### src/ers_pkg.sv
// shared types and constants for the elevator request scheduler
`timescale 1ns / 1ps
package ers_pkg;

  localparam int FLOORS  = 7;
  localparam int FLOOR_W = 3;
  localparam int ADDR_W  = 5;

  localparam logic [15:0] DEBOUNCE_RST = 16'd100;
  localparam logic [15:0] START_RST    = 16'd2000;
  localparam logic [15:0] DEPART_RST   = 16'd3000;
  localparam logic [15:0] TRAVEL_RST   = 16'd1260;
  localparam logic [15:0] DWELL_RST    = 16'd1000;
  localparam logic [11:0] THRESH_RST   = 12'd114;

  typedef enum logic [1:0] {
    PH_IDLE   = 2'd0,
    PH_DEPART = 2'd1,
    PH_TRAVEL = 2'd2,
    PH_DWELL  = 2'd3
  } phase_t;

  typedef enum logic [2:0] {
    EV_NONE    = 3'd0,
    EV_CURSOR  = 3'd1,
    EV_TOGGLE  = 3'd2,
    EV_DEPART  = 3'd3,
    EV_PASS    = 3'd4,
    EV_STOP    = 3'd5,
    EV_END     = 3'd6
  } event_t;

  typedef enum logic [2:0] {
    REG_DEBOUNCE = 3'd0,
    REG_START    = 3'd1,
    REG_DEPART   = 3'd2,
    REG_TRAVEL   = 3'd3,
    REG_DWELL    = 3'd4,
    REG_THRESH   = 3'd5
  } reg_idx_t;

  typedef struct packed {
    logic        kind;
    logic [11:0] button_level;
  } cmd_beat_t;

  typedef struct packed {
    logic [2:0]        event_res;
    logic [FLOOR_W-1:0] floor_now;
    logic [FLOOR_W-1:0] cursor_floor;
    logic [FLOORS-1:0]  request_mask;
    logic              busy_res;
    logic              heading_up;
  } rsp_beat_t;

endpackage

### src/elevator_request_scheduler_top.sv
// Elevator request scheduler: one state update per beat and a registered result.
// Takes one tick or press beat per clock cycle; its result appears in the output
// register on the next cycle. The whole floor, cursor, request and trip-timer
// update happens in one registered stage. A new beat enters in the same cycle the
// previous result leaves; while a result waits under rsp_stall the input stalls too.
// Configuration registers sit on the APB-style port at byte address 4*index.
`timescale 1ns / 1ps
module elevator_request_scheduler_top
  import ers_pkg::*;
#(
  parameter int TIME_WIDTH = 32
) (
  input  logic              clk,
  input  logic              rst,
  input  logic              cmd_valid,
  output logic              cmd_stall,
  input  cmd_beat_t         cmd_data,
  output logic              rsp_valid,
  input  logic              rsp_stall,
  output rsp_beat_t         rsp_data,
  input  logic              psel,
  input  logic              penable,
  input  logic              pwrite,
  input  logic [ADDR_W-1:0] paddr,
  input  logic [31:0]       pwdata,
  output logic [31:0]       prdata,
  output logic              pready
);

  // configuration
  logic [15:0] debounce_ticks, start_delay_ticks, depart_delay_ticks;
  logic [15:0] floor_travel_ticks, end_dwell_ticks;
  logic [11:0] button_threshold;
  reg_idx_t    reg_idx;
  logic        cfg_wr;

  // state
  logic [TIME_WIDTH-1:0] tick_time, last_press_time;
  logic                  start_pending;
  phase_t                trip_phase, trip_phase_next;
  logic [15:0]           phase_timer;
  logic [FLOOR_W-1:0]    cabin_floor, cursor_pos, target_floor;
  logic [FLOORS-1:0]     requests;
  logic                  going_up;

  logic [TIME_WIDTH-1:0] tick_time_next, last_press_time_next;
  logic                  start_pending_next;
  logic [15:0]           phase_timer_next;
  logic [FLOOR_W-1:0]    cabin_floor_next, cursor_pos_next, target_floor_next;
  logic [FLOORS-1:0]     requests_next;
  logic                  going_up_next;
  logic [2:0]            event_next;

  // datapath helpers
  logic                  accept, is_tick;
  logic [TIME_WIDTH-1:0] tick_inc, elapsed_tick, elapsed_press;
  logic                  press_ok, start_go;
  logic [15:0]           timer_inc, limit;
  logic                  timer_hit;
  logic [FLOOR_W-1:0]    cabin_step, search_cabin, found_floor;
  logic [FLOORS-1:0]     req_arrive, search_req;
  logic                  arrive, found, found_up, found_above, found_below;
  logic [FLOOR_W-1:0]    above_floor, below_floor;

  assign pready  = 1'b1;
  assign reg_idx = reg_idx_t'(paddr[4:2]);
  assign cfg_wr  = psel && penable && pwrite && pready;

  always_ff @(posedge clk) begin
    if (rst) begin
      debounce_ticks     <= DEBOUNCE_RST;
      start_delay_ticks  <= START_RST;
      depart_delay_ticks <= DEPART_RST;
      floor_travel_ticks <= TRAVEL_RST;
      end_dwell_ticks    <= DWELL_RST;
      button_threshold   <= THRESH_RST;
    end else if (cfg_wr) begin
      case (reg_idx)
        REG_DEBOUNCE: debounce_ticks     <= pwdata[15:0];
        REG_START:    start_delay_ticks  <= pwdata[15:0];
        REG_DEPART:   depart_delay_ticks <= pwdata[15:0];
        REG_TRAVEL:   floor_travel_ticks <= pwdata[15:0];
        REG_DWELL:    end_dwell_ticks    <= pwdata[15:0];
        REG_THRESH:   button_threshold   <= pwdata[11:0];
        default: ;
      endcase
    end
  end

  always_comb begin
    case (reg_idx)
      REG_DEBOUNCE: prdata = {16'd0, debounce_ticks};
      REG_START:    prdata = {16'd0, start_delay_ticks};
      REG_DEPART:   prdata = {16'd0, depart_delay_ticks};
      REG_TRAVEL:   prdata = {16'd0, floor_travel_ticks};
      REG_DWELL:    prdata = {16'd0, end_dwell_ticks};
      REG_THRESH:   prdata = {20'd0, button_threshold};
      default:      prdata = 32'd0;
    endcase
  end

  // handshake
  assign cmd_stall = rsp_valid && rsp_stall;
  assign accept    = cmd_valid && !cmd_stall;
  assign is_tick   = !cmd_data.kind;

  // time and timer
  assign tick_inc      = tick_time + TIME_WIDTH'(1);
  assign elapsed_tick  = tick_inc - last_press_time;
  assign elapsed_press = tick_time - last_press_time;
  assign press_ok      = elapsed_press > TIME_WIDTH'(debounce_ticks);
  assign start_go      = (trip_phase == PH_IDLE) && start_pending &&
                         (elapsed_tick > TIME_WIDTH'(start_delay_ticks));
  assign timer_inc     = (&phase_timer) ? phase_timer : phase_timer + 16'd1;

  always_comb begin
    case (trip_phase)
      PH_DEPART: limit = depart_delay_ticks;
      PH_TRAVEL: limit = floor_travel_ticks;
      PH_DWELL:  limit = end_dwell_ticks;
      default:   limit = 16'd0;
    endcase
  end
  assign timer_hit = timer_inc >= limit;

  // cabin movement
  always_comb begin
    if (going_up) begin
      cabin_step = (cabin_floor < FLOOR_W'(FLOORS - 1)) ? cabin_floor + FLOOR_W'(1)
                                                        : cabin_floor;
    end else begin
      cabin_step = (cabin_floor != '0) ? cabin_floor - FLOOR_W'(1) : cabin_floor;
    end
  end
  assign arrive     = cabin_step == target_floor;
  assign req_arrive = requests & ~(FLOORS'(1) << cabin_step);

  // next target search: nearest above, else nearest below
  assign search_cabin = (trip_phase == PH_TRAVEL) ? cabin_step : cabin_floor;
  assign search_req   = (trip_phase == PH_TRAVEL) ? req_arrive : requests;

  always_comb begin
    found_above = 1'b0;
    above_floor = '0;
    for (int f = FLOORS - 1; f >= 0; f--) begin
      if (search_req[f] && (f > int'(search_cabin))) begin
        found_above = 1'b1;
        above_floor = FLOOR_W'(f);
      end
    end
  end

  always_comb begin
    found_below = 1'b0;
    below_floor = '0;
    for (int f = 0; f < FLOORS; f++) begin
      if (search_req[f] && (f < int'(search_cabin))) begin
        found_below = 1'b1;
        below_floor = FLOOR_W'(f);
      end
    end
  end

  assign found       = found_above || found_below;
  assign found_up    = found_above;
  assign found_floor = found_above ? above_floor : below_floor;

  // trip phase next state
  always_comb begin
    trip_phase_next = trip_phase;
    if (is_tick) begin
      case (trip_phase)
        PH_IDLE: begin
          if (start_go) begin
            trip_phase_next = found ? PH_DEPART : PH_DWELL;
          end
        end
        PH_DEPART: begin
          if (timer_hit) begin
            trip_phase_next = PH_TRAVEL;
          end
        end
        PH_TRAVEL: begin
          if (timer_hit && arrive) begin
            trip_phase_next = found ? PH_DEPART : PH_DWELL;
          end
        end
        PH_DWELL: begin
          if (timer_hit) begin
            trip_phase_next = PH_IDLE;
          end
        end
        default: trip_phase_next = PH_IDLE;
      endcase
    end
  end

  // datapath next values and event
  always_comb begin
    tick_time_next       = tick_time;
    last_press_time_next = last_press_time;
    start_pending_next   = start_pending;
    phase_timer_next     = phase_timer;
    cabin_floor_next     = cabin_floor;
    cursor_pos_next      = cursor_pos;
    target_floor_next    = target_floor;
    requests_next        = requests;
    going_up_next        = going_up;
    event_next           = EV_NONE;
    if (is_tick) begin
      tick_time_next = tick_inc;
      case (trip_phase)
        PH_IDLE: begin
          if (start_go) begin
            start_pending_next = 1'b0;
            phase_timer_next   = '0;
            if (found) begin
              target_floor_next = found_floor;
              going_up_next     = found_up;
            end
          end
        end
        PH_DEPART: begin
          phase_timer_next = timer_hit ? 16'd0 : timer_inc;
          if (timer_hit) begin
            event_next = EV_DEPART;
          end
        end
        PH_TRAVEL: begin
          phase_timer_next = timer_hit ? 16'd0 : timer_inc;
          if (timer_hit) begin
            cabin_floor_next = cabin_step;
            if (arrive) begin
              requests_next = req_arrive;
              event_next    = EV_STOP;
              if (found) begin
                target_floor_next = found_floor;
                going_up_next     = found_up;
              end
            end else begin
              event_next = EV_PASS;
            end
          end
        end
        PH_DWELL: begin
          phase_timer_next = timer_hit ? 16'd0 : timer_inc;
          if (timer_hit) begin
            event_next = EV_END;
          end
        end
        default: ;
      endcase
    end else if (press_ok) begin
      last_press_time_next = tick_time;
      if (trip_phase == PH_IDLE) begin
        start_pending_next = 1'b1;
        if (cmd_data.button_level >= button_threshold) begin
          cursor_pos_next = (cursor_pos == FLOOR_W'(FLOORS - 1)) ? '0
                                                                 : cursor_pos + FLOOR_W'(1);
          event_next      = EV_CURSOR;
        end else begin
          if (cursor_pos == cabin_floor) begin
            requests_next = requests & ~(FLOORS'(1) << cursor_pos);
          end else begin
            requests_next = requests ^ (FLOORS'(1) << cursor_pos);
          end
          event_next = EV_TOGGLE;
        end
      end
    end
  end

  always_ff @(posedge clk) begin
    if (rst) begin
      tick_time       <= '0;
      last_press_time <= '0;
      start_pending   <= 1'b0;
      trip_phase      <= PH_IDLE;
      phase_timer     <= '0;
      cabin_floor     <= '0;
      cursor_pos      <= '0;
      target_floor    <= '0;
      requests        <= '0;
      going_up        <= 1'b0;
    end else if (accept) begin
      tick_time       <= tick_time_next;
      last_press_time <= last_press_time_next;
      start_pending   <= start_pending_next;
      trip_phase      <= trip_phase_next;
      phase_timer     <= phase_timer_next;
      cabin_floor     <= cabin_floor_next;
      cursor_pos      <= cursor_pos_next;
      target_floor    <= target_floor_next;
      requests        <= requests_next;
      going_up        <= going_up_next;
    end
  end

  // result register
  always_ff @(posedge clk) begin
    if (rst) begin
      rsp_valid <= 1'b0;
    end else if (accept) begin
      rsp_valid <= 1'b1;
    end else if (!rsp_stall) begin
      rsp_valid <= 1'b0;
    end
  end

  always_ff @(posedge clk) begin
    if (accept) begin
      rsp_data.event_res    <= event_next;
      rsp_data.floor_now    <= cabin_floor_next;
      rsp_data.cursor_floor <= cursor_pos_next;
      rsp_data.request_mask <= requests_next;
      rsp_data.busy_res     <= trip_phase_next != PH_IDLE;
      rsp_data.heading_up   <= going_up_next;
    end
  end

  // checks
  a_cabin_not_requested: assert property (@(posedge clk) disable iff (rst)
    !requests[cabin_floor])
    else $error("cabin floor left requested");

  a_no_pending_in_trip: assert property (@(posedge clk) disable iff (rst)
    (trip_phase != PH_IDLE) |-> !start_pending)
    else $error("start pending during trip");

  a_floor_range: assert property (@(posedge clk) disable iff (rst)
    (cabin_floor < FLOOR_W'(FLOORS)) && (cursor_pos < FLOOR_W'(FLOORS)))
    else $error("floor index out of range");

  a_depart_busy: assert property (@(posedge clk) disable iff (rst)
    rsp_valid && (rsp_data.event_res == EV_DEPART || rsp_data.event_res == EV_PASS)
    |-> rsp_data.busy_res)
    else $error("trip beat without busy");

  a_press_in_trip_quiet: assert property (@(posedge clk) disable iff (rst)
    accept && cmd_data.kind && (trip_phase != PH_IDLE)
    |=> (rsp_data.event_res == EV_NONE) && $stable(requests) && $stable(cursor_pos))
    else $error("press changed state during trip");

endmodule
### config.mk
export PLATFORM = sky130hd
export DESIGN_NAME = elevator_request_scheduler_top
export DESIGN_NICKNAME = d
export VERILOG_FILES = /design/src/ers_pkg.sv /design/src/elevator_request_scheduler_top.sv
export SDC_FILE = /design/constraint.sdc
export NUM_CORES = 1
export LEC_CHECK = 0
export BUFFER_PORTS_ARGS = -buffer_cell sky130_fd_sc_hd__buf_2
export CORE_MARGIN = 2
export CORE_UTILIZATION = 50
export DETAILED_ROUTE_END_ITERATION = 16
export HOLD_SLACK_MARGIN = 0.02
export PLACE_DENSITY_LB_ADDON = 0.3
export SYNTH_ARGS = -nofsm -noshare
export SYNTH_HDL_FRONTEND = slang
export SYNTH_SLANG_ARGS = --single-unit
### constraint.sdc
create_clock -name clk -period 12.05 [get_ports clk]
set_input_delay 1.205 -clock clk [delete_from_list [all_inputs] [get_ports clk]]
set_output_delay 1.205 -clock clk [all_outputs]
set_load 0.02 [all_outputs]
==> impl_metrics.env, run 1 <==
export IMPL_cts_tree="done"
export IMPL_async_reset_ff_share_pct=0
export IMPL_post_route_cells_drive_above_1_share_pct=9.074
export IMPL_fp_row_count=66
export IMPL_grt_overflow_total=0
export IMPL_syn_area_um2=16400
export IMPL_via_count=15670
export IMPL_cts_resized=0
export IMPL_ys_dominant_reg_cell="dfxtp_1"
export IMPL_fin_worst_hold_slack_ps=455.8
export IMPL_min_from="start_delay_ticks[12]$_SDFFE_PP0P_"
export IMPL_first_pass_grt_wire_length_mm=72.67
export IMPL_number_of_remaining_drc_errors=0
export IMPL_vertical_die_dimension_um=185.1
export IMPL_leading_cell_types_in_the_layout_fill_and_taps_excluded="300 x nand2_1, 212 x a21oi_1, 193 x dfxtp_1"
export IMPL_fin_nets=2337
export IMPL_cts_htree_levels=1
export IMPL_ctsHoldBuffers=0
export IMPL_crit_share_post_route_pct=56.53
export IMPL_clock_latency_on_the_worst_skew_pair_ps=560
export IMPL_pwr_density_cell_nw_per_um2=99.04
export IMPL_first_global_vias=14050
export IMPL_synthesis_instances=2139
export IMPL_rr_worst_depth=22
export IMPL_hold_path_class="flip-flop to flip-flop"
export IMPL_setup_violations_final=0
export IMPL_yosys_cell_types_count=86
export IMPL_antenna_violating_nets_post_route=0
export IMPL_core_region_area_um2=32450
export IMPL_min_path_cells=2
export IMPL_synth_seq_area_share_pct=26.85
export IMPL_io_pin_count=110
export IMPL_post_synth_edffs=18
export IMPL_synthesis_area_per_instance_um2=7.668
export IMPL_viasPerCell=6.021
export IMPL_rsz0062_at_grt="false"
export IMPL_grt_start_max_net_pins=113
export IMPL_clkSlewWorstSetupHoldPaths_ps=60
export IMPL_power_share_switching_pct=27.61
export IMPL_worstMarginPinSlew_ps=1234
export IMPL_share_seq_of_total_power_pct=41.1
export IMPL_clock_power_share_pct=44.2
export IMPL_finalInstanceArea_um2=17800
export IMPL_cts_sinks=211
export IMPL_floorplan_die_area_um2=34270
export IMPL_period_needed_ps=6812
export IMPL_max_freq_ghz=0.1468
export IMPL_grt_antenna_before_repair=1
export IMPL_vdd_ir_drop_max_uv=96.84
export IMPL_global_route_usage_total_pct=26.08
export IMPL_worstReg2RegStart="tick_time[1]$_SDFFE_PP0P_"
export IMPL_maxCapViolations=0
export IMPL_cp_start_kind="flip-flop"
export IMPL_power_combinational_fraction_pct=14.7
export IMPL_required_ps=12340
export IMPL_worstPathMaxFanout=6
export IMPL_routed_wire_length_mm=45.81
export IMPL_syn2layout_area_growth_pct=8.544
export IMPL_floorplan_die_width_um=185.1
export IMPL_post_cts_setup_buffers=0
export IMPL_port_buffer_count=74
export IMPL_final_max_slew_viol_count=0
export IMPL_filler_cell_count=3071
export IMPL_detail_route_first_pass_iterations=7
export IMPL_crit_arrival_ps=7100
export IMPL_placed_cell_area_um2=16950
export IMPL_place_gp_congestion=0.9225
export IMPL_synth_ff_latch_count=211
export IMPL_criticalPathCategory="flip-flop to flip-flop"
export IMPL_final_hold_violation_count=0
export IMPL_r2r_end="rsp_data[0]$_DFFE_PP_"
export IMPL_drt_initial_drc_count=1400
export IMPL_internal_power_mw=1.276
export IMPL_power_switching_mw=0.4869
export IMPL_power_leakage_nw=7.413
export IMPL_post_drt_wl_per_cell_um=17.60
export IMPL_skew_ps=31.80
export IMPL_dp_hpwl_mm=33.93
export IMPL_number_of_buffers_created_by_cts=25
export IMPL_r2r_slack_ps=5240
export IMPL_yosys_warnings=0
export IMPL_clock_path_buffers=3
export IMPL_slew_headroom_pct=17.30
export IMPL_floorplan_initialDensity_pct=50.54
export IMPL_hold_path_end="start_delay_ticks[12]$_SDFFE_PP0P_"
export IMPL_fin_setup_tns_ps=0
export IMPL_critPathCaptureType="flip-flop"
export IMPL_cts_root_buf="clkbuf_16"
export IMPL_status="finished, final reports clean"
export IMPL_layout_commonest_cell="nand2_1"
## registers in the layout, indices dropped and copies added, names as in the netlist
name,cells
target_floor,3
rsp_data,18
depart_delay_ticks,16
floor_travel_ticks,16
start_pending,1
cursor_pos,3
trip_phase,2
debounce_ticks,16
cabin_floor,3
going_up,1
start_delay_ticks,16
end_dwell_ticks,16
rsp_valid,1
requests,7
button_threshold,12
tick_time,32
last_press_time,32
phase_timer,16
## power by group through the flow
stage               clock network (mW)  logic (mW)  registers [mW]
floorplan                            0       0.180           0.743
global placement                     0       0.252           0.739
detailed placement                   0       0.256           0.740
CTS                              0.792       0.257           0.724
global route                     0.820       0.282           0.725
finish                           0.779       0.260           0.724
## layout make-up
class,count,area [um^2],area share [%]
clock inverters,6,76.32,0.4287
clock buffers,38,775.7,4.357
well taps,442,553.0,3.106
flip-flops and latches,211,4404,24.74
multi-input cells,1699,11060,62.12
repair buffers,90,496.7,2.790
inverters,116,435.4,2.446
diodes,1,2.502,0.01406
## worst max-delay path by stage
stage / slack, ps / cells past startpoint / from / endpoint
final: 5240 / 22 / tick_time[1]$_SDFFE_PP0P_ / rsp_data[0]$_DFFE_PP_
after global routing: 4650 / 22 / tick_time[1]$_SDFFE_PP0P_ / rsp_data[0]$_DFFE_PP_
after CTS: 5310 / 22 / tick_time[1]$_SDFFE_PP0P_ / rsp_data[0]$_DFFE_PP_
after detailed placement: 5340 / 22 / tick_time[1]$_SDFFE_PP0P_ / rsp_data[0]$_DFFE_PP_
after global placement: 5510 / 22 / tick_time[1]$_SDFFE_PP0P_ / rsp_data[0]$_DFFE_PP_
after floorplan: 6770 / 25 / tick_time[1]$_SDFFE_PP0P_ / phase_timer[0]$_SDFFE_PP0P_
## synthesized netlist by cell type, drive strengths merged, types with 24 or more instances
library cell	number	area share, %
mux2	25	1.7
ha	135	10
nand4	50	2.0
or3	25	0.95
nor3	39	1.3
nand3b	24	1.1
buf	48	1.7
a21oi	213	6.5
nand2b	31	1.2
a22oi	30	1.4
clkbuf	80	1.8
mux2i	56	3.4
inv	116	2.7
a21o	34	1.6
xor2	60	3.2
o21ai	90	2.8
nor2	191	4.4
xnor2	54	3.0
o211ai	25	1.1
nand2	300	6.9
nand3	38	1.2
dfxtp	193	24
## kinds of logic (layout without fill, tap and decap cells)
logic type | Yosys count | in the layout | share of synthesized area (%)
AND/OR/NAND/NOR | 783 | 783 | 22.51
AO/OA/AOI/OAI | 564 | 564 | 22.12
buffers and inverters | 244 | 250 | 6.179
XOR/XNOR | 114 | 114 | 6.202
multiplexers | 84 | 84 | 5.546
flip-flops | 211 | 211 | 26.85
other | 2 | 18 | 0.04579
adder cells (fa/ha/maj) | 137 | 137 | 10.54
## worst max-delay path, cell delays in order, from the launching register on
cell,delay [ps]
dfxtp_1,450
ha_1,270
nand3_1,210
nor3_1,380
and3_1,290
xor2_1,200
ha_1,320
a21oi_1,360
inv_1,70
a311oi_1,580
o21ai_0,210
xor2_1,180
ha_1,300
a21oi_1,140
o21ai_0,160
nor4_1,550
o2111ai_1,180
a2111oi_0,550
nand3_1,190
nor4_2,410
o21ai_0,280
nand2_1,160
o211ai_1,110
## metal layers
metal,track usage (%),wire length [um],vias up
met4,9.683,1675,0
met5,0,0,-
met2,41.78,20430,609
met1,35.99,20350,7349
met3,3.087,3350,114
li1,-,-,7601
## through the flow
step / setup slack [ps] / util, % / total power [mW] / std cells
after detailed placement: 5343 / 52.22 / 0.9957 / 2558
after global routing: 4655 / 54.86 / 1.827 / 2603
final: 5238 / 54.86 / 1.763 / 2603
after floorplan: 6765 / - / 0.9228 / 2154
after global placement: 5509 / 52.22 / 0.9909 / 2558
after CTS: 5312 / 54.85 / 1.774 / 2602
Power figures use the tool's default switching activity.
==> inputs of run 2 (changes only) <==
==> constraint.sdc (replaced) <==
create_clock -name clk -period 6.35 [get_ports clk]
set_input_delay 0.635 -clock clk [delete_from_list [all_inputs] [get_ports clk]]
set_output_delay 0.635 -clock clk [all_outputs]
set_load 0.02 [all_outputs]
==> impl_metrics.env, run 2 (synthesis results as in run 1) <==
export IMPL_detail_route_first_pass_iterations=5
export IMPL_antenna_violating_nets_post_route=0
export IMPL_cts_htree_levels=1
export IMPL_pwr_density_cell_nw_per_um2=188.1
export IMPL_global_route_usage_total_pct=26.87
export IMPL_leading_cell_types_in_the_layout_fill_and_taps_excluded="300 x nand2_1, 212 x a21oi_1, 192 x dfxtp_1"
export IMPL_cts_resized=0
export IMPL_skew_ps=20.18
export IMPL_criticalPathCategory="flip-flop to flip-flop"
export IMPL_hold_path_class="primary input to flip-flop"
export IMPL_port_buffer_count=74
export IMPL_final_hold_violation_count=0
export IMPL_clkSlewWorstSetupHoldPaths_ps=60
export IMPL_crit_path_start="tick_time[0]$_SDFFE_PP0P_"
export IMPL_routed_wire_length_mm=46.19
export IMPL_worstMarginPinSlew_ps=1241
export IMPL_crit_arrival_ps=6350
export IMPL_clock_path_buffers=3
export IMPL_first_global_vias=14480
export IMPL_required_ps=6790
export IMPL_number_of_buffers_created_by_cts=25
export IMPL_grt_start_max_net_pins=118
export IMPL_status="finished, final reports clean"
export IMPL_period_needed_ps=5910
export IMPL_layout_commonest_cell="nand2_1"
export IMPL_setup_violations_final=0
export IMPL_crit_share_post_route_pct=93.08
export IMPL_first_pass_grt_wire_length_mm=75.24
export IMPL_filler_cell_count=3110
export IMPL_post_route_cells_drive_above_1_share_pct=9.506
export IMPL_crit_end="phase_timer[0]$_SDFFE_PP0P_"
export IMPL_final_max_slew_viol_count=0
export IMPL_ctsHoldBuffers=0
export IMPL_viasPerCell=5.926
export IMPL_grt_antenna_before_repair=2
export IMPL_cp_start_kind="flip-flop"
export IMPL_floorplan_initialDensity_pct=50.54
export IMPL_maxCapViolations=0
export IMPL_syn2layout_area_growth_pct=8.917
export IMPL_cts_tree="done"
export IMPL_place_inst=2563
export IMPL_r2r_slack_ps=440
export IMPL_worstPathMaxFanout=22
export IMPL_largest_registers="last_press_time (32), tick_time (32), rsp_data (18)"
export IMPL_clock_latency_on_the_worst_skew_pair_ps=540
export IMPL_critPathCaptureType="flip-flop"
export IMPL_r2r_end="phase_timer[0]$_SDFFE_PP0P_"
export IMPL_pnr_total_power_mw=3.360
export IMPL_cts_root_buf="clkbuf_16"
export IMPL_floorplan_die_width_um=185.1
export IMPL_grt_overflow_total=0
export IMPL_fp_row_count=66
export IMPL_via_count=15470
export IMPL_dp_hpwl_mm=34.20
export IMPL_max_freq_ghz=0.1692
export IMPL_place_gp_congestion=0.9163
export IMPL_power_leakage_nw=7.438
export IMPL_vdd_ir_drop_max_uv=204.3
export IMPL_io_pin_count=110
export IMPL_number_of_remaining_drc_errors=0
export IMPL_post_cts_setup_buffers=0
export IMPL_rr_worst_depth=24
export IMPL_slew_headroom_pct=16.82
export IMPL_core_region_area_um2=32450
export IMPL_layout_cells_non_filler=2611
export IMPL_vertical_die_dimension_um=185.1
export IMPL_cts_sinks=211
export IMPL_floorplan_die_area_um2=34270
export IMPL_fin_nets=2342
export IMPL_worstReg2RegStart="tick_time[0]$_SDFFE_PP0P_"
export IMPL_drt_initial_drc_count=1462
export IMPL_post_drt_wl_per_cell_um=17.69
-- run 2: changes by cell type in the layout (fill, tap and decap cells not counted), sizes merged --
cell,delta
buf,+5
clkbuf,-4
bufinv,+2
clkinv,+2
clkinvlp,+1
diode,+1
inv,+1
-- run 2: power by group --
group / leakage, nW / internal [mW] / switching [mW] / total, mW
Clock: 0.414 / 0.894 / 0.589 / 1.48
Sequential: 1.74 / 1.36 / 0.0128 / 1.37
Combinational: 5.28 / 0.182 / 0.320 / 0.502
-- run 2: routing by layer --
layer  GRT usage [%]  wire length, um  part of all wire (%)  vias up
li1                -                -                     -     7614
met5               0                0                     0        -
met3           2.989             2780                   6.0       75
met1           37.61            21360                    46     7263
met4           6.794             1109                   2.4        0
met2           44.06            20940                    45      520
-- run 2: through the flow --
step / setup slack (ps) / util [%] / instance area (um^2) / hold slack (ps) / setup TNS (ps)
after floorplan: 1065 / - / 16460 / 436.3 / 0
after global placement: 249.9 / 52.34 / 16990 / 442.0 / 0
after detailed placement: 70.46 / 52.34 / 16990 / 446.7 / 0
after CTS: 24.04 / 54.95 / 17830 / 327.7 / 0
after global routing: -21.93 / 55.05 / 17860 / 355.4 / -23.17
final: 439.5 / 55.05 / 17860 / 340.9 / 0
-- run 2: layout make-up --
type | count | area [um^2] | area share, %
Timing Repair Buffer | 95 | 534.3 | 2.991
Clock buffer | 34 | 699.4 | 3.915
Sequential cell | 211 | 4405 | 24.66
Tap cell | 442 | 553.0 | 3.096
Inverter | 116 | 435.4 | 2.437
Antenna cell | 2 | 5.005 | 0.02802
Multi-Input combinational cell | 1699 | 11080 | 62.05
Clock inverter | 12 | 147.6 | 0.8265
-- run 2: worst min path at each step --
| stage | from | slack (ps) | cells after the start | end |
|---|---|---|---|---|
| after floorplan | start_delay_ticks[12]$_SDFFE_PP0P_ | 440 | 2 | start_delay_ticks[12]$_SDFFE_PP0P_ |
| after CTS | cmd_valid | 330 | 3 | rsp_valid$_SDFFE_PP0P_ |
| after detailed placement | start_delay_ticks[12]$_SDFFE_PP0P_ | 450 | 2 | start_delay_ticks[12]$_SDFFE_PP0P_ |
| after global routing | cmd_valid | 360 | 3 | rsp_valid$_SDFFE_PP0P_ |
| final | cmd_valid | 340 | 3 | rsp_valid$_SDFFE_PP0P_ |
| after global placement | start_delay_ticks[12]$_SDFFE_PP0P_ | 440 | 2 | start_delay_ticks[12]$_SDFFE_PP0P_ |
-- run 2: critical path, cell delays in order, from the launching register on --
cell and delay (ps):
dfxtp_2 390, ha_1 250, nand3_2 150, nor3_2 230
and3_1 240, and3_1 230, and3_1 250, xor2_1 230
ha_1 360, a21oi_1 240, o21a_1 210, o21ai_0 110
xor2_1 150, ha_1 300, a21oi_1 150, o21ai_0 130
nor4_1 280, o2111ai_1 220, a2111oi_2 430, nand3_1 180
nor4_4 370, a21oi_1 110, buf_4 220, o21a_1 160
a211oi_2 210
==> inputs of run 3 (changes only) <==
--- a/config.mk
+++ b/config.mk
@@ -11,6 +11,7 @@
 export DETAILED_ROUTE_END_ITERATION = 16
 export HOLD_SLACK_MARGIN = 0.02
 export PLACE_DENSITY_LB_ADDON = 0.3
+export SETUP_SLACK_MARGIN = 0.5
 export SYNTH_ARGS = -nofsm -noshare
 export SYNTH_HDL_FRONTEND = slang
 export SYNTH_SLANG_ARGS = --single-unit
==> impl_metrics.env, run 3 (synthesis results as in run 1) <==
export IMPL_status="finished, final reports clean"
export IMPL_required_ps=6620
export IMPL_critical_path_max_stage_delay_ps=440
export IMPL_post_route_cells_drive_above_1_share_pct=10.19
export IMPL_first_pass_grt_wire_length_mm=75.30
export IMPL_hold_path_class="primary input to flip-flop"
export IMPL_crit_arrival_ps=5820
export IMPL_min_path_cells=3
export IMPL_clkSlewWorstSetupHoldPaths_ps=60
export IMPL_grt_busiest_layer="met2"
export IMPL_cts_htree_levels=1
export IMPL_syn2layout_area_growth_pct=9.512
export IMPL_hold_path_end="rsp_valid$_SDFFE_PP0P_"
export IMPL_global_route_usage_total_pct=26.88
export IMPL_layout_commonest_cell="nand2_1"
export IMPL_rsz0062_at_grt="false"
export IMPL_port_buffer_count=74
export IMPL_clock_latency_on_the_worst_skew_pair_ps=540
export IMPL_setup_violations_final=0
export IMPL_vdd_ir_drop_max_uv=205.0
export IMPL_fin_setup_tns_ps=0
export IMPL_rr_worst_depth=20
export IMPL_final_hold_violation_count=0
export IMPL_critPathCaptureType="flip-flop"
export IMPL_cts_sinks=211
export IMPL_via_count=15470
export IMPL_cp_start_kind="flip-flop"
export IMPL_use_met1_pct=37.74
export IMPL_dp_hpwl_mm=34.20
export IMPL_routed_wire_length_mm=46.05
export IMPL_number_of_buffers_created_by_cts=25
export IMPL_min_from="cmd_valid"
export IMPL_fin_nets=2344
export IMPL_first_global_vias=14490
export IMPL_period_needed_ps=5543
export IMPL_drt_initial_drc_count=1475
export IMPL_pnr_total_power_mw=3.359
export IMPL_floorplan_initialDensity_pct=50.54
export IMPL_leading_cell_types_in_the_layout_fill_and_taps_excluded="300 x nand2_1, 211 x a21oi_1, 192 x dfxtp_1"
export IMPL_vertical_die_dimension_um=185.1
export IMPL_groute_layer_met3_usage_pct=2.989
export IMPL_io_pin_count=110
export IMPL_power_leakage_nw=7.462
export IMPL_crit_share_post_route_pct=87.28
export IMPL_post_drt_wl_per_cell_um=17.62
export IMPL_grt_start_max_net_pins=118
export IMPL_grt_overflow_total=0
export IMPL_grt_antenna_before_repair=2
export IMPL_viasPerCell=5.919
export IMPL_max_freq_ghz=0.1804
export IMPL_maxCapViolations=0
export IMPL_detail_route_first_pass_iterations=7
export IMPL_floorplan_die_area_um2=34270
export IMPL_worstReg2RegStart="tick_time[0]$_SDFFE_PP0P_"
export IMPL_post_route_worst_setup_slack_ps=807.5
export IMPL_skew_ps=18.83
export IMPL_number_of_remaining_drc_errors=0
export IMPL_cts_root_buf="clkbuf_16"
export IMPL_global_route_met2_usage_pct=43.91
export IMPL_core_region_area_um2=32450
export IMPL_cp_cell_sequence="inv_1, ha_1, inv_1, fa_1, a21oi_1, o211ai_1, and2_1, a21oi_1, o21ai_0, xor2_1, ha_1, nand4_1, or2_2, nor3_1, o211ai_1, nor4_1, nand4_1, nand3_1, nor2_1, a211o_1"
export IMPL_place_inst=2563
export IMPL_fp_row_count=66
export IMPL_pwr_density_cell_nw_per_um2=187.0
export IMPL_r2r_slack_ps=810
export IMPL_criticalPathCategory="flip-flop to flip-flop"
export IMPL_place_gp_congestion=0.9163
export IMPL_worstMarginPinSlew_ps=1215
export IMPL_layout_cells_non_filler=2613
export IMPL_worstPathMaxFanout=7
export IMPL_clock_path_buffers=3
export IMPL_timing_critical_path_slowest_stage_cell="nor4_1"
export IMPL_largest_registers="last_press_time (32), tick_time (32), rsp_data (18)"
export IMPL_final_max_slew_viol_count=0
export IMPL_dp_slack_ps=70.46
export IMPL_antenna_violating_nets_post_route=0
export IMPL_floorplan_die_width_um=185.1
export IMPL_slew_headroom_pct=18.58
export IMPL_r2r_end="rsp_data[15]$_DFFE_PP_"
export IMPL_fin_worst_hold_slack_ps=339.5
export IMPL_cts_tree="done"
-- run 3: changes by cell type in the layout (fill, tap and decap cells not counted), sizes merged --
cell	delta
buf	+2
-- run 3: layout make-up --
type / instances / area [um^2]
well taps: 442 / 553.0
diodes: 2 / 5.005
multi-input cells: 1699 / 11160
clock inverters: 12 / 147.6
inverters: 116 / 435.4
flip-flops and latches: 211 / 4408
fillers: 3094 / 14490
repair buffers: 97 / 553.0
clock buffers: 34 / 699.4
-- run 3: how the worst max path moves through the flow --
stage                              start                     endpoint  slack [ps]  cells past startpoint
4_1_cts        tick_time[0]$_SDFFE_PP0P_  phase_timer[0]$_SDFFE_PP0P_         600                     24
5_1_grt        tick_time[0]$_SDFFE_PP0P_  phase_timer[0]$_SDFFE_PP0P_         470                     24
3_3_place_gp   tick_time[0]$_SDFFE_PP0P_  phase_timer[0]$_SDFFE_PP0P_         250                     24
6_report       tick_time[0]$_SDFFE_PP0P_       rsp_data[15]$_DFFE_PP_         810                     20
3_5_place_dp   tick_time[0]$_SDFFE_PP0P_        rsp_data[0]$_DFFE_PP_          70                     23
2_1_floorplan  tick_time[1]$_SDFFE_PP0P_  phase_timer[0]$_SDFFE_PP0P_        1070                     25
-- run 3: through the flow --
| stage | utilization [%] | area (um^2) |
|---|---|---|
| 2_1_floorplan | - | 16460 |
| 3_3_place_gp | 52.34 | 16990 |
| 3_5_place_dp | 52.34 | 16990 |
| 4_1_cts | 55.04 | 17860 |
| 5_1_grt | 55.35 | 17960 |
| 6_report | 55.35 | 17960 |
-- run 3: timing repair --
item | 4_1_cts | 5_1_grt
setup buffers | 0 | 2
hold endpoints to repair | 0 | 0
gates cloned | 0 | 0
resized for setup | 7 | 20
setup endpoints to repair | 25 | 32
hold buffers | 0 | 0
pin swaps | 2 | 7
-- run 3: power breakdown --
group / leakage [nW] / internal [mW] / switching [mW]
Combinational: 5.31 / 0.182 / 0.319
Sequential: 1.74 / 1.36 / 0.0128
Clock: 0.414 / 0.894 / 0.589
-- run 3: worst max-delay path, delay by kind of cell, from the launching register on --
| family | cells | cell delay, ps |
|---|---|---|
| flip-flops | 1 | 370 |
| AO/OA/AOI/OAI | 6 | 1430 |
| buffers and inverters | 2 | 110 |
| XOR/XNOR | 1 | 200 |
| AND/OR/NAND/NOR | 8 | 2300 |
| adder cells (fa/ha/maj) | 3 | 870 |
-- run 3: metal layers --
metal | routed length [um] | vias up
met5 | 0 | -
met4 | 1066 | 0
met3 | 2736 | 75
met2 | 20780 | 520
met1 | 21470 | 7244
li1 | - | 7627
